--- config.mk ---
export PLATFORM = sky130hd
export DESIGN_NAME = linked_peak_limiter
export DESIGN_NICKNAME = d
export VERILOG_FILES = /design/src/hw/rtl/lpl_pkg.sv /design/src/hw/rtl/linked_peak_limiter.sv /design/src/hw/rtl/lpl_mac.sv /design/src/hw/rtl/lpl_div.sv
export SDC_FILE = /design/constraint.sdc
export NUM_CORES = 1
export LEC_CHECK = 0
export BUFFER_PORTS_ARGS = -buffer_cell sky130_fd_sc_hd__clkbuf_2
export CORE_MARGIN = 2
export CORE_UTILIZATION = 50
export CTS_CLUSTER_DIAMETER = 150
export CTS_CLUSTER_SIZE = 16
export DETAILED_ROUTE_END_ITERATION = 8
export PLACE_DENSITY_LB_ADDON = 0.25
export SYNTH_ARGS = -nofsm -noshare
export SYNTH_HDL_FRONTEND = slang
export SYNTH_SLANG_ARGS = --single-unit
--- constraint.sdc ---
create_clock -name clk -period 16.7 [get_ports clk]
set_input_delay 5.01 -clock clk [delete_from_list [all_inputs] [get_ports clk]]
set_output_delay 5.01 -clock clk [all_outputs]
set_load 0.02 [all_outputs]
--- src/hw/rtl/lpl_pkg.sv ---
// Shared types and constants for the linked peak limiter.
// No dependencies; imported by linked_peak_limiter.
`default_nettype none

package lpl_pkg;

	// default build parameters
	localparam int DEF_CHANNELS    = 2;
	localparam int DEF_SAMPLE_BITS = 24;

	// fixed field widths
	localparam int ENV_BITS   = 24;
	localparam int GAIN_BITS  = 17;
	localparam int COEF_BITS  = 16;
	localparam int CEIL_BITS  = 23;
	localparam int QUO_BITS   = 16;
	localparam int FRAC_BITS  = 16;

	// register port
	localparam int CFG_IDX_BITS  = 3;
	localparam int CFG_DATA_BITS = 23;

	localparam logic [CFG_IDX_BITS-1:0] CFG_ENABLE   = 3'd0;
	localparam logic [CFG_IDX_BITS-1:0] CFG_CH_COUNT = 3'd1;
	localparam logic [CFG_IDX_BITS-1:0] CFG_ATTACK   = 3'd2;
	localparam logic [CFG_IDX_BITS-1:0] CFG_RELEASE  = 3'd3;
	localparam logic [CFG_IDX_BITS-1:0] CFG_SMOOTH   = 3'd4;
	localparam logic [CFG_IDX_BITS-1:0] CFG_CEILING  = 3'd5;

	localparam logic [GAIN_BITS-1:0] GAIN_UNITY     = 17'h10000;
	localparam logic [FRAC_BITS-1:0] ROUND_HALF     = 16'h8000;
	localparam logic [CEIL_BITS-1:0] CEIL_RESET     = 23'h7FFFFF;
	localparam logic [1:0]           CH_COUNT_RESET = 2'd2;

	typedef enum logic [3:0] {
		ST_IDLE,
		ST_PEAK,
		ST_ENV_GO,
		ST_ENV,
		ST_ENV_WB,
		ST_DIV_GO,
		ST_DIV,
		ST_GAIN_GO,
		ST_GAIN,
		ST_GAIN_WB,
		ST_APPLY_GO,
		ST_APPLY,
		ST_APPLY_WB,
		ST_DONE
	} state_t;

	// operand source for the shared shift-add unit
	typedef enum logic [1:0] {
		MAC_ENV,
		MAC_GAIN,
		MAC_APPLY
	} mac_sel_t;

	// sequencer strobes into the datapath
	typedef struct packed {
		logic     mac_start;
		mac_sel_t mac_sel;
		logic     div_start;
		logic     peak_load;
		logic     env_load;
		logic     target_load;
		logic     target_from_div;
		logic     gain_load;
		logic     res_load;
		logic     out_load;
	} ctrl_t;

endpackage

`default_nettype wire

--- src/hw/rtl/linked_peak_limiter.sv ---
// Linked stereo peak limiter, top level. Uses lpl_pkg, lpl_mac, lpl_div.
// A new frame is taken only in the idle state, once the last result is loaded into the
// output register. Each frame runs three 17-step shift-add passes, plus the 16-step
// divider when the envelope is over the ceiling; a disabled limiter passes it through.
// Reset (arst_n low, async): limiter off, two channels, coefficients 0, ceiling
// full scale, envelope 0, smoothed gain unity, no result pending.
`default_nettype none

module linked_peak_limiter #(
	parameter int CHANNELS    = lpl_pkg::DEF_CHANNELS,
	parameter int SAMPLE_BITS = lpl_pkg::DEF_SAMPLE_BITS,
	localparam int IN_W  = ((2 * SAMPLE_BITS + 7) / 8) * 8,
	localparam int OUT_W = ((2 * SAMPLE_BITS + lpl_pkg::GAIN_BITS + 7) / 8) * 8
) (
	input  wire logic                               clk,
	input  wire logic                               arst_n,
	// input frames
	input  wire logic                               s_tvalid,
	output logic                                    s_tready,
	input  wire logic [IN_W-1:0]                    s_tdata,   // sample_ch0, sample_ch1
	// limited frames
	output logic                                    m_tvalid,
	input  wire logic                               m_tready,
	output logic [OUT_W-1:0]                        m_tdata,   // out_ch0, out_ch1, applied_gain
	// register writes
	input  wire logic                               cfg_we,
	input  wire logic [lpl_pkg::CFG_IDX_BITS-1:0]   cfg_index,
	input  wire logic [lpl_pkg::CFG_DATA_BITS-1:0]  cfg_data
);
	import lpl_pkg::*;

	localparam int SB   = SAMPLE_BITS;
	// common width of envelope and peak magnitude
	localparam int MW   = (SAMPLE_BITS > ENV_BITS) ? SAMPLE_BITS : ENV_BITS;
	localparam int OW   = MW + 1;          // signed operand of the shift-add unit
	localparam int AW   = OW + GAIN_BITS;  // its product width
	localparam int TW   = AW + 1;          // product plus offset and rounding

	// ---------------- configuration registers ----------------
	logic                 en_q;
	logic [1:0]           cc_q;
	logic [COEF_BITS-1:0] atk_q;
	logic [COEF_BITS-1:0] rel_q;
	logic [COEF_BITS-1:0] smo_q;
	logic [CEIL_BITS-1:0] ceil_q;

	always_ff @(posedge clk or negedge arst_n) begin
		if (!arst_n) begin
			en_q   <= 1'b0;
			cc_q   <= CH_COUNT_RESET;
			atk_q  <= '0;
			rel_q  <= '0;
			smo_q  <= '0;
			ceil_q <= CEIL_RESET;
		end else if (cfg_we) begin
			unique case (cfg_index)
				CFG_ENABLE:   en_q   <= cfg_data[0];
				CFG_CH_COUNT: cc_q   <= cfg_data[1:0];
				CFG_ATTACK:   atk_q  <= cfg_data[COEF_BITS-1:0];
				CFG_RELEASE:  rel_q  <= cfg_data[COEF_BITS-1:0];
				CFG_SMOOTH:   smo_q  <= cfg_data[COEF_BITS-1:0];
				CFG_CEILING:  ceil_q <= cfg_data[CEIL_BITS-1:0];
				default: begin
				end
			endcase
		end
	end

	// counts 0 and 1 mean one channel, 2 and 3 mean two, capped by the build
	logic two_ch;
	assign two_ch = (CHANNELS > 1) ? cc_q[1] : 1'b0;

	// ---------------- sequencer ----------------
	state_t state_q, state_d;
	ctrl_t  ctrl;
	logic   accept;
	logic   mac0_busy, mac1_busy, div_busy;
	logic   over_ceil;
	logic   out_free;

	assign s_tready = (state_q == ST_IDLE);
	assign accept   = s_tvalid && s_tready;
	assign out_free = !m_tvalid || m_tready;

	always_ff @(posedge clk or negedge arst_n) begin
		if (!arst_n) begin
			state_q <= ST_IDLE;
		end else begin
			state_q <= state_d;
		end
	end

	always_comb begin
		state_d = state_q;
		unique case (state_q)
			ST_IDLE:     if (s_tvalid) state_d = en_q ? ST_PEAK : ST_DONE;
			ST_PEAK:     state_d = ST_ENV_GO;
			ST_ENV_GO:   state_d = ST_ENV;
			ST_ENV:      if (!mac0_busy) state_d = ST_ENV_WB;
			ST_ENV_WB:   state_d = ST_DIV_GO;
			ST_DIV_GO:   state_d = over_ceil ? ST_DIV : ST_GAIN_GO;
			ST_DIV:      if (!div_busy) state_d = ST_GAIN_GO;
			ST_GAIN_GO:  state_d = ST_GAIN;
			ST_GAIN:     if (!mac0_busy) state_d = ST_GAIN_WB;
			ST_GAIN_WB:  state_d = ST_APPLY_GO;
			ST_APPLY_GO: state_d = ST_APPLY;
			ST_APPLY:    if (!mac0_busy && !mac1_busy) state_d = ST_APPLY_WB;
			ST_APPLY_WB: state_d = ST_DONE;
			ST_DONE:     if (out_free) state_d = ST_IDLE;
			default:     state_d = ST_IDLE;
		endcase
	end

	always_comb begin
		ctrl = '0;
		ctrl.mac_sel = MAC_ENV;
		unique case (state_q)
			ST_PEAK:     ctrl.peak_load = 1'b1;
			ST_ENV_GO: begin
				ctrl.mac_start = 1'b1;
				ctrl.mac_sel   = MAC_ENV;
			end
			ST_ENV_WB:   ctrl.env_load = 1'b1;
			ST_DIV_GO: begin
				ctrl.div_start   = over_ceil;
				ctrl.target_load = !over_ceil;
			end
			ST_DIV: begin
				ctrl.target_load     = !div_busy;
				ctrl.target_from_div = 1'b1;
			end
			ST_GAIN_GO: begin
				ctrl.mac_start = 1'b1;
				ctrl.mac_sel   = MAC_GAIN;
			end
			ST_GAIN_WB:  ctrl.gain_load = 1'b1;
			ST_APPLY_GO: begin
				ctrl.mac_start = 1'b1;
				ctrl.mac_sel   = MAC_APPLY;
			end
			ST_APPLY_WB: ctrl.res_load = 1'b1;
			ST_DONE:     ctrl.out_load = out_free;
			default: begin
			end
		endcase
	end

	// ---------------- frame and state registers ----------------
	logic        [SB-1:0]        x0, x1;
	logic        [SB-1:0]        mag0, mag1;
	logic        [SB-1:0]        x0_q, x1_q;
	logic        [SB-1:0]        mag0_q, mag1_q;
	logic        [SB-1:0]        peak_q;
	logic        [ENV_BITS-1:0]  env_q;
	logic        [GAIN_BITS-1:0] gain_q;
	logic        [GAIN_BITS-1:0] target_q;
	logic        [SB-1:0]        res_y0_q, res_y1_q;
	logic        [GAIN_BITS-1:0] res_g_q;

	assign x0   = s_tdata[SB-1:0];
	assign x1   = s_tdata[2*SB-1:SB];
	// most negative code maps to 2^(SB-1), which still fits unsigned
	assign mag0 = x0[SB-1] ? (~x0 + 1'b1) : x0;
	assign mag1 = x1[SB-1] ? (~x1 + 1'b1) : x1;

	// ---------------- shift-add unit operands ----------------
	logic        [MW-1:0]        env_ext, peak_ext;
	logic                        rising;
	logic signed [OW-1:0]        env_diff;
	logic        [GAIN_BITS:0]   gain_diff;
	logic signed [OW-1:0]        mac0_op;
	logic        [GAIN_BITS-1:0] mac0_coef;
	logic signed [OW-1:0]        mac1_op;
	logic signed [AW-1:0]        acc0, acc1;
	logic        [QUO_BITS-1:0]  quo;

	assign env_ext   = MW'(env_q);
	assign peak_ext  = MW'(peak_q);
	assign rising    = (peak_ext > env_ext);
	// pole rewritten as peak + a*(env - peak), so one product per update
	assign env_diff  = OW'(env_ext) - OW'(peak_ext);
	assign gain_diff = {1'b0, gain_q} - {1'b0, target_q};
	assign over_ceil = (env_q > {1'b0, ceil_q});
	assign mac1_op   = {{(OW-SB){1'b0}}, mag1_q};

	always_comb begin
		unique case (ctrl.mac_sel)
			MAC_ENV: begin
				mac0_op   = env_diff;
				mac0_coef = {1'b0, rising ? atk_q : rel_q};
			end
			MAC_GAIN: begin
				mac0_op   = {{(OW-GAIN_BITS-1){gain_diff[GAIN_BITS]}}, gain_diff};
				mac0_coef = {1'b0, smo_q};
			end
			MAC_APPLY: begin
				mac0_op   = {{(OW-SB){1'b0}}, mag0_q};
				mac0_coef = gain_q;
			end
			default: begin
				mac0_op   = '0;
				mac0_coef = '0;
			end
		endcase
	end

	lpl_mac #(
		.OP_BITS (OW),
		.COEF_W  (GAIN_BITS)
	) u_mac0 (
		.clk     (clk),
		.arst_n  (arst_n),
		.start   (ctrl.mac_start),
		.operand (mac0_op),
		.coeff   (mac0_coef),
		.acc     (acc0),
		.busy    (mac0_busy)
	);

	// second lane only runs while the gain is applied
	lpl_mac #(
		.OP_BITS (OW),
		.COEF_W  (GAIN_BITS)
	) u_mac1 (
		.clk     (clk),
		.arst_n  (arst_n),
		.start   (ctrl.mac_start && (ctrl.mac_sel == MAC_APPLY)),
		.operand (mac1_op),
		.coeff   (gain_q),
		.acc     (acc1),
		.busy    (mac1_busy)
	);

	lpl_div #(
		.NUM_W (CEIL_BITS),
		.DEN_W (ENV_BITS),
		.QUO_W (QUO_BITS)
	) u_div (
		.clk    (clk),
		.arst_n (arst_n),
		.start  (ctrl.div_start),
		.num    (ceil_q),
		.den    (env_q),
		.quo    (quo),
		.busy   (div_busy)
	);

	// ---------------- result arithmetic ----------------
	logic [TW-1:0] env_sum, gain_sum;
	logic [AW-1:0] prod0, prod1;
	logic [SB-1:0] r0, r1;

	// sum is never negative, so the selected bits are the new value
	assign env_sum  = {acc0[AW-1], acc0} + TW'({peak_q, {FRAC_BITS{1'b0}}}) + TW'(ROUND_HALF);
	assign gain_sum = {acc0[AW-1], acc0} + TW'({target_q, {FRAC_BITS{1'b0}}})
		+ TW'(ROUND_HALF);
	assign prod0    = acc0 + AW'(ROUND_HALF);
	assign prod1    = acc1 + AW'(ROUND_HALF);
	assign r0       = prod0[FRAC_BITS +: SB];
	assign r1       = prod1[FRAC_BITS +: SB];

	// clamp magnitude to full scale, then restore the sign
	function automatic logic [SB-1:0] limit(input logic [SB-1:0] r, input logic neg);
		logic [SB-1:0] m;
		m = r[SB-1] ? {1'b0, {(SB-1){1'b1}}} : r;
		return neg ? (~m + 1'b1) : m;
	endfunction

	always_ff @(posedge clk or negedge arst_n) begin
		if (!arst_n) begin
			env_q  <= '0;
			gain_q <= GAIN_UNITY;
		end else begin
			if (ctrl.env_load) env_q <= env_sum[FRAC_BITS +: ENV_BITS];
			if (ctrl.gain_load) gain_q <= gain_sum[FRAC_BITS +: GAIN_BITS];
		end
	end

	always_ff @(posedge clk) begin
		if (accept) begin
			x0_q   <= x0;
			x1_q   <= x1;
			mag0_q <= mag0;
			mag1_q <= mag1;
			if (!en_q) begin
				// bypass: samples go out as they came, the second zeroed when one channel is set
				res_y0_q <= x0;
				res_y1_q <= two_ch ? x1 : '0;
				res_g_q  <= GAIN_UNITY;
			end
		end
		if (ctrl.peak_load) peak_q <= (two_ch && (mag1_q > mag0_q)) ? mag1_q : mag0_q;
		if (ctrl.target_load) target_q <= ctrl.target_from_div ? {1'b0, quo} : GAIN_UNITY;
		if (ctrl.res_load) begin
			res_y0_q <= limit(r0, x0_q[SB-1]);
			res_y1_q <= two_ch ? limit(r1, x1_q[SB-1]) : '0;
			res_g_q  <= gain_q;
		end
	end

	// ---------------- output word register ----------------
	logic             m_tvalid_q;
	logic [OUT_W-1:0] m_tdata_q;

	always_ff @(posedge clk or negedge arst_n) begin
		if (!arst_n) begin
			m_tvalid_q <= 1'b0;
		end else if (ctrl.out_load) begin
			m_tvalid_q <= 1'b1;
		end else if (m_tready) begin
			m_tvalid_q <= 1'b0;
		end
	end

	always_ff @(posedge clk) begin
		if (ctrl.out_load) m_tdata_q <= OUT_W'({res_g_q, res_y1_q, res_y0_q});
	end

	assign m_tvalid = m_tvalid_q;
	assign m_tdata  = m_tdata_q;

endmodule

`default_nettype wire

--- src/hw/rtl/lpl_mac.sv ---
// Bit-serial signed multiplier: operand times an unsigned coefficient,
// one coefficient bit per cycle, MSB first. Uses no package items.
`default_nettype none

module lpl_mac #(
	parameter int OP_BITS = 25,
	parameter int COEF_W  = 17
) (
	input  wire logic                          clk,
	input  wire logic                          arst_n,
	input  wire logic                          start,
	input  wire logic signed [OP_BITS-1:0]     operand,
	input  wire logic        [COEF_W-1:0]      coeff,
	output logic signed      [OP_BITS+COEF_W-1:0] acc,
	output logic                               busy
);
	localparam int ACC_BITS = OP_BITS + COEF_W;
	localparam int CNT_BITS = $clog2(COEF_W + 1);

	logic signed [OP_BITS-1:0]  op_q;
	logic        [COEF_W-1:0]   bits_q;
	logic        [CNT_BITS-1:0] cnt_q;
	logic signed [ACC_BITS-1:0] acc_q;
	logic signed [ACC_BITS-1:0] addend;

	assign addend = bits_q[COEF_W-1] ? {{COEF_W{op_q[OP_BITS-1]}}, op_q} : '0;
	assign busy   = (cnt_q != '0);
	assign acc    = acc_q;

	always_ff @(posedge clk or negedge arst_n) begin
		if (!arst_n) begin
			cnt_q <= '0;
		end else if (start) begin
			cnt_q <= CNT_BITS'(COEF_W);
		end else if (busy) begin
			cnt_q <= cnt_q - 1'b1;
		end
	end

	always_ff @(posedge clk) begin
		if (start) begin
			op_q   <= operand;
			bits_q <= coeff;
			acc_q  <= '0;
		end else if (busy) begin
			acc_q  <= (acc_q <<< 1) + addend;
			bits_q <= bits_q << 1;
		end
	end

endmodule

`default_nettype wire

--- src/hw/rtl/lpl_div.sv ---
// Restoring divider, one quotient bit per cycle: quo = (num << QUO_W) / den.
// Needs num < den at start. Uses no package items.
`default_nettype none

module lpl_div #(
	parameter int NUM_W = 23,
	parameter int DEN_W = 24,
	parameter int QUO_W = 16
) (
	input  wire logic             clk,
	input  wire logic             arst_n,
	input  wire logic             start,
	input  wire logic [NUM_W-1:0] num,
	input  wire logic [DEN_W-1:0] den,
	output logic      [QUO_W-1:0] quo,
	output logic                  busy
);
	localparam int CNT_BITS = $clog2(QUO_W + 1);

	logic [DEN_W-1:0]    rem_q;
	logic [DEN_W-1:0]    den_q;
	logic [QUO_W-1:0]    quo_q;
	logic [CNT_BITS-1:0] cnt_q;
	logic [DEN_W:0]      shifted;
	logic [DEN_W:0]      diff;
	logic                ge;

	assign shifted = {rem_q, 1'b0};
	assign ge      = (shifted >= {1'b0, den_q});
	assign diff    = shifted - {1'b0, den_q};
	assign busy    = (cnt_q != '0);
	assign quo     = quo_q;

	always_ff @(posedge clk or negedge arst_n) begin
		if (!arst_n) begin
			cnt_q <= '0;
		end else if (start) begin
			cnt_q <= CNT_BITS'(QUO_W);
		end else if (busy) begin
			cnt_q <= cnt_q - 1'b1;
		end
	end

	// remainder stays below den, so the low DEN_W bits hold it
	always_ff @(posedge clk) begin
		if (start) begin
			rem_q <= DEN_W'(num);
			den_q <= den;
			quo_q <= '0;
		end else if (busy) begin
			rem_q <= ge ? diff[DEN_W-1:0] : shifted[DEN_W-1:0];
			quo_q <= {quo_q[QUO_W-2:0], ge};
		end
	end

endmodule

`default_nettype wire
* Word-level counts from Yosys, hierarchy flattened
Cells that the tools add are included.
Word-level totals: bits in registers 629, bits in latches 0, memory bits (writable) 0, ROM bits 0, input bits 79, output and inout port bits 74, logic and storage cells 175, memories 0
Cells by class: add/sub/neg operators 18, multiply operators 0, div/mod/pow operators 0, order comparisons 4, equal/unequal tests 27, shift-type cells 0, multiplexer cells 57, bitwise gates (word level) 4, reductions and logical operators 29
Operator list (count):
- $mux W24 | 13
- $mux W23 | 6
- $mux W17 | 8
- $add A40 B16 Y40 const B | 3
- $add A24 B1 Y24 const B | 4
- $add A40 B40 Y40 | 2
- $pmux W25 S3 | 1
- $pmux W4 S14 | 1
- $pmux W17 S3 | 1
- $gt A24 B24 Y1 | 2
- $not A23 Y24 | 2
- $not A24 Y24 | 2
- $add A40 B25 Y40 | 1
- $mux W40 | 1
- $add A33 B16 Y33 const B | 1
- $add A33 B33 Y33 | 1
- $mux W5 | 6
- $mux W4 | 7
- $ge A25 B24 Y1 | 1
- $sub A24 B24 Y25 | 1
- $eq A4 B4 Y1 const B | 6
- $gt A24 B23 Y1 | 1
- $sub A24 B24 Y24 | 1
- $sub A17 B17 Y18 | 1
- 25 further kinds | 66

* Longest topological paths before layout
depth after elaboration 7, depth in mapped cells 16, depth with buffers taken out 15

* By module
From an unflattened synthesis, not the netlist that was laid out.
Second synthesis, totals: cells, all modules 3906, area, all modules 37747.5 um2
By module, submodules not included:
- linked_peak_limiter | instances 1, cells an instance 2161, area an instance 21794.7 um2
- lpl_mac | instances 2, cells an instance 659, area an instance 5894.4 um2
- lpl_div | instances 1, cells an instance 427, area an instance 4164.0 um2

* Worst setup path before layout
OpenSTA, ideal clock, no wires.
path type in2reg, from input port s_tvalid, to register res_g_q[0] (enable), library setup time 0.578 ns, arrival time 9.669 ns, required time 16.122 ns, slack 6.454 ns, stages 2, buffers on the path 0, cell sequence nand2_1 > o21ai_0
On the way: word-level cells in the longest chain between the ends 3
Ends and longest elaborated chain:
- start, declared | line linked_peak_limiter.sv:18 | input wire logic s_tvalid,
- $logic_and A1 B1 Y1 | line linked_peak_limiter.sv:82 | assign accept = s_tvalid && s_tready;
- $reduce_bool A2 Y1 (no line)
- $reduce_and A2 Y1 (no line)
- end signal, assigned | line linked_peak_limiter.sv:297 | res_g_q <= gain_q;
- end, declared | line linked_peak_limiter.sv:158 | logic [GAIN_BITS-1:0] res_g_q;
Every way passes these cells. A chain may end at the register's enable or synchronous reset.

* Worst setup path after layout
from register state_q[0], to output port s_tready
On the way: word-level cells in the longest chain between the ends 1
Ends and longest elaborated chain:
- start, declared | line linked_peak_limiter.sv:74 | state_t state_q, state_d;
- start signal, assigned | line linked_peak_limiter.sv:89 | state_q <= state_d;
- $logic_not A4 Y1 | line linked_peak_limiter.sv:81 | assign s_tready = (state_q == ST_IDLE);
- end, declared | line linked_peak_limiter.sv:19 | output logic s_tready,
Every way passes these cells.

==> metrics.yaml <==
status: "finished, final reports clean"
cp.arrival_ns: 2.06
yosysWarningCount: 0
path_class: "register to primary output"
crit_path_start_kind: "register"
r2r_end: "res_y0_q[23]"
synthDistinctLibCells: 84
area_growth_pct: 8.28
wirelength_mm: 95.6
slew_headroom: 0.222
syn-mean-instance-area_um2: 9.82
final_cell_mix: "421 x nand2_1, 351 x edfxtp_1, 270 x o21ai_0"
clkSinkCount: 582
slowest_stage: "dfrtp_1"
clockBufferDepth: 3
io_pins: 153
leakage_nw: 15.7
antennaDiodeCount: 0
rsz0062_at_grt: "false"
drt_first_pass_iters: 5
overflow: 0
crit_path_end: "s_tready"
slew_viol_final: 0
clkLatencyLatePin_ns: 0.61
layout-drive-gt1-share: 0.111
hold_viol_final: 0
comb_power_share: 0.523
num_rows: 97
cts_buffers: 42
dp_slack_ns: 9.17
max_cap_violations: 0
finalCriticalPeriod_ns: 7.07
power.switching_mw: 3.36
grt_max_degree: 75
rr_worst_depth: 9
die_h_um: 269
die_w_um: 269
peakVddDrop_mv: 0.0936
r2r_slack_ns: 11.84
powerDensity_mw_per_mm2: 201
synth_area_mm2: 0.0351
path_cells: "or2_2, nor3_1, clkbuf_2"
slowest_delay_ns: 0.50
p_seq_frac: 0.346
nNetsFinal: 3959
startpoint: "state_q[0]"
antenna_found_initial: 3
ys_ff_latch: 582
grt_use_total: 0.264
start_util: 0.502
worstMarginPinSlew_ns: 1.16
cts_max_level: 2
ctsHoldBuffers: 0
rr_startpoint: "u_mac0.acc[16]"
path_delay_family: "simple AND/OR/NAND/NOR gates"
portBuffers: 145
crit_cells: 3
wl_per_cell_um: 20.7
grt_pass1_wl_mm: 147
grt_pass1_vias: 25300
synthArstFlopShare: 0.230
max_freq_mhz: 142
postRouteAntennaNets: 0
place_area_mm2: 0.0367
cts-resized-gates: 0
crit_path_end_kind: "primary output"
cts_tree: "yes"
p_clk_frac: 0.131
synthFlopType: "edfxtp_1"
worst-path-buf-inv: 1
design_area_mm2: 0.0380
final_common_cell: "nand2_1"
switching_share: 0.441
gp_congestion: 0.922
vias: 26900
finalSetupTns_ns: 0
dieArea_mm2: 0.0723
vias_per_cell: 5.82
synth_edf_count: 351
final.period_utilization: 0.423
core-area_mm2: 0.0698
skew_ns: 0.0355
drt_iter0_markers: 2344
post-dp-hpwl_mm: 71.2
cts_root_buffer: "clkbuf_16"
fin_ws_ns: 9.63
final-setup-viol-count: 0
yosysSeqAreaShare: 0.453
crit_required_ns: 11.69
internal_power_mw: 4.27
hold_class: "register to register"
drc: 0
path_max_fanout: 13
cts.clk_slew.worst_paths_ns: 0.09
synthCells: 3572
cts_setup_buffers: 0
[Yosys cell counts (all sizes together), types with 43 or more instances]
cell type,instances,area [µm²]
and2,83,521
a21oi,261,1310
xor2,100,876
inv,183,687
xnor2,184,1630
nand3,84,420
dfxtp,97,1940
nand2,421,1580
clkbuf,127,477
a211oi,43,323
nor2,193,724
dfrtp,109,2730
a21o,80,601
mux2,103,1160
edfxtp,351,10500
ha,224,2800
o21ai,275,1380
[sequential cells by signal, summed over array words and instances (netlist names), 17 cells and up]
register,cells
gain_q,17
m_tdata,65
u_mac1.bits_q,17
u_div.rem_q,24
res_g_q,17
target_q,17
res_y1_q,24
mag0_q,23
u_mac1.acc,40
u_mac1.op_q,24
u_mac0.acc,40
env_ext,24
mag1_q,23
res_y0_q,24
peak_ext,24
u_div.den_q,24
u_mac0.op_q,25
ceil_q,23
u_mac0.bits_q,17
[cell type report]
class | count | area (µm²)
fillers | 6208 | 31800
multi-input cells | 2655 | 18000
flip-flops and latches | 582 | 15900
well taps | 940 | 1180
clock buffers | 74 | 1170
repair buffers | 185 | 1030
inverters | 183 | 688
clock inverters | 4 | 70.1
[cell families after synthesis]
family / synth area share
flops: 0.453
xor+xnor: 0.0715
compound gates: 0.166
fa+ha+maj: 0.0839
mux: 0.0419
buf+inv: 0.0386
other cells: 0.000107
simple gates: 0.146
[power groups by stage]
stage	sequential [mW]	combinational, mW	clock (mW)
2_1_floorplan	2.41	3.10	0
3_3_place_gp	2.64	3.88	0
3_5_place_dp	2.65	3.94	0
4_1_cts	2.63	3.96	1.02
5_1_grt	2.69	4.46	1.07
6_report	2.64	4.00	1.00
[routing by layer]
metal,global-route usage,share of wire,vias to the layer above
met5,0,0.00032,-
met4,0.0757,0.027,4
met3,0.0321,0.054,112
met2,0.439,0.48,716
met1,0.364,0.44,13000
li1,-,-,13100
[per-stage QoR]
step	power [mW]	hold WS, ns	util	instances
global route	8.22	0.423	0.544	4623
floorplan	5.51	0.400	-	3578
CTS	7.61	0.419	0.544	4623
global placement	6.53	0.400	0.526	4545
detailed placement	6.59	0.405	0.526	4545
finish	7.63	0.417	0.544	4623
[how the worst min path moves through the flow]
stage,startpoint,to,slack [ns],cells after the start
5_1_grt,res_y0_q[1],m_tdata[1],0.42,0
3_3_place_gp,res_y1_q[20],m_tdata[44],0.40,0
6_report,res_y0_q[21],m_tdata[21],0.42,0
4_1_cts,res_y1_q[0],m_tdata[24],0.42,0
3_5_place_dp,res_y0_q[1],m_tdata[1],0.40,0
2_1_floorplan,res_y0_q[0],m_tdata[0],0.40,0
Power figures use the tool's default switching activity.
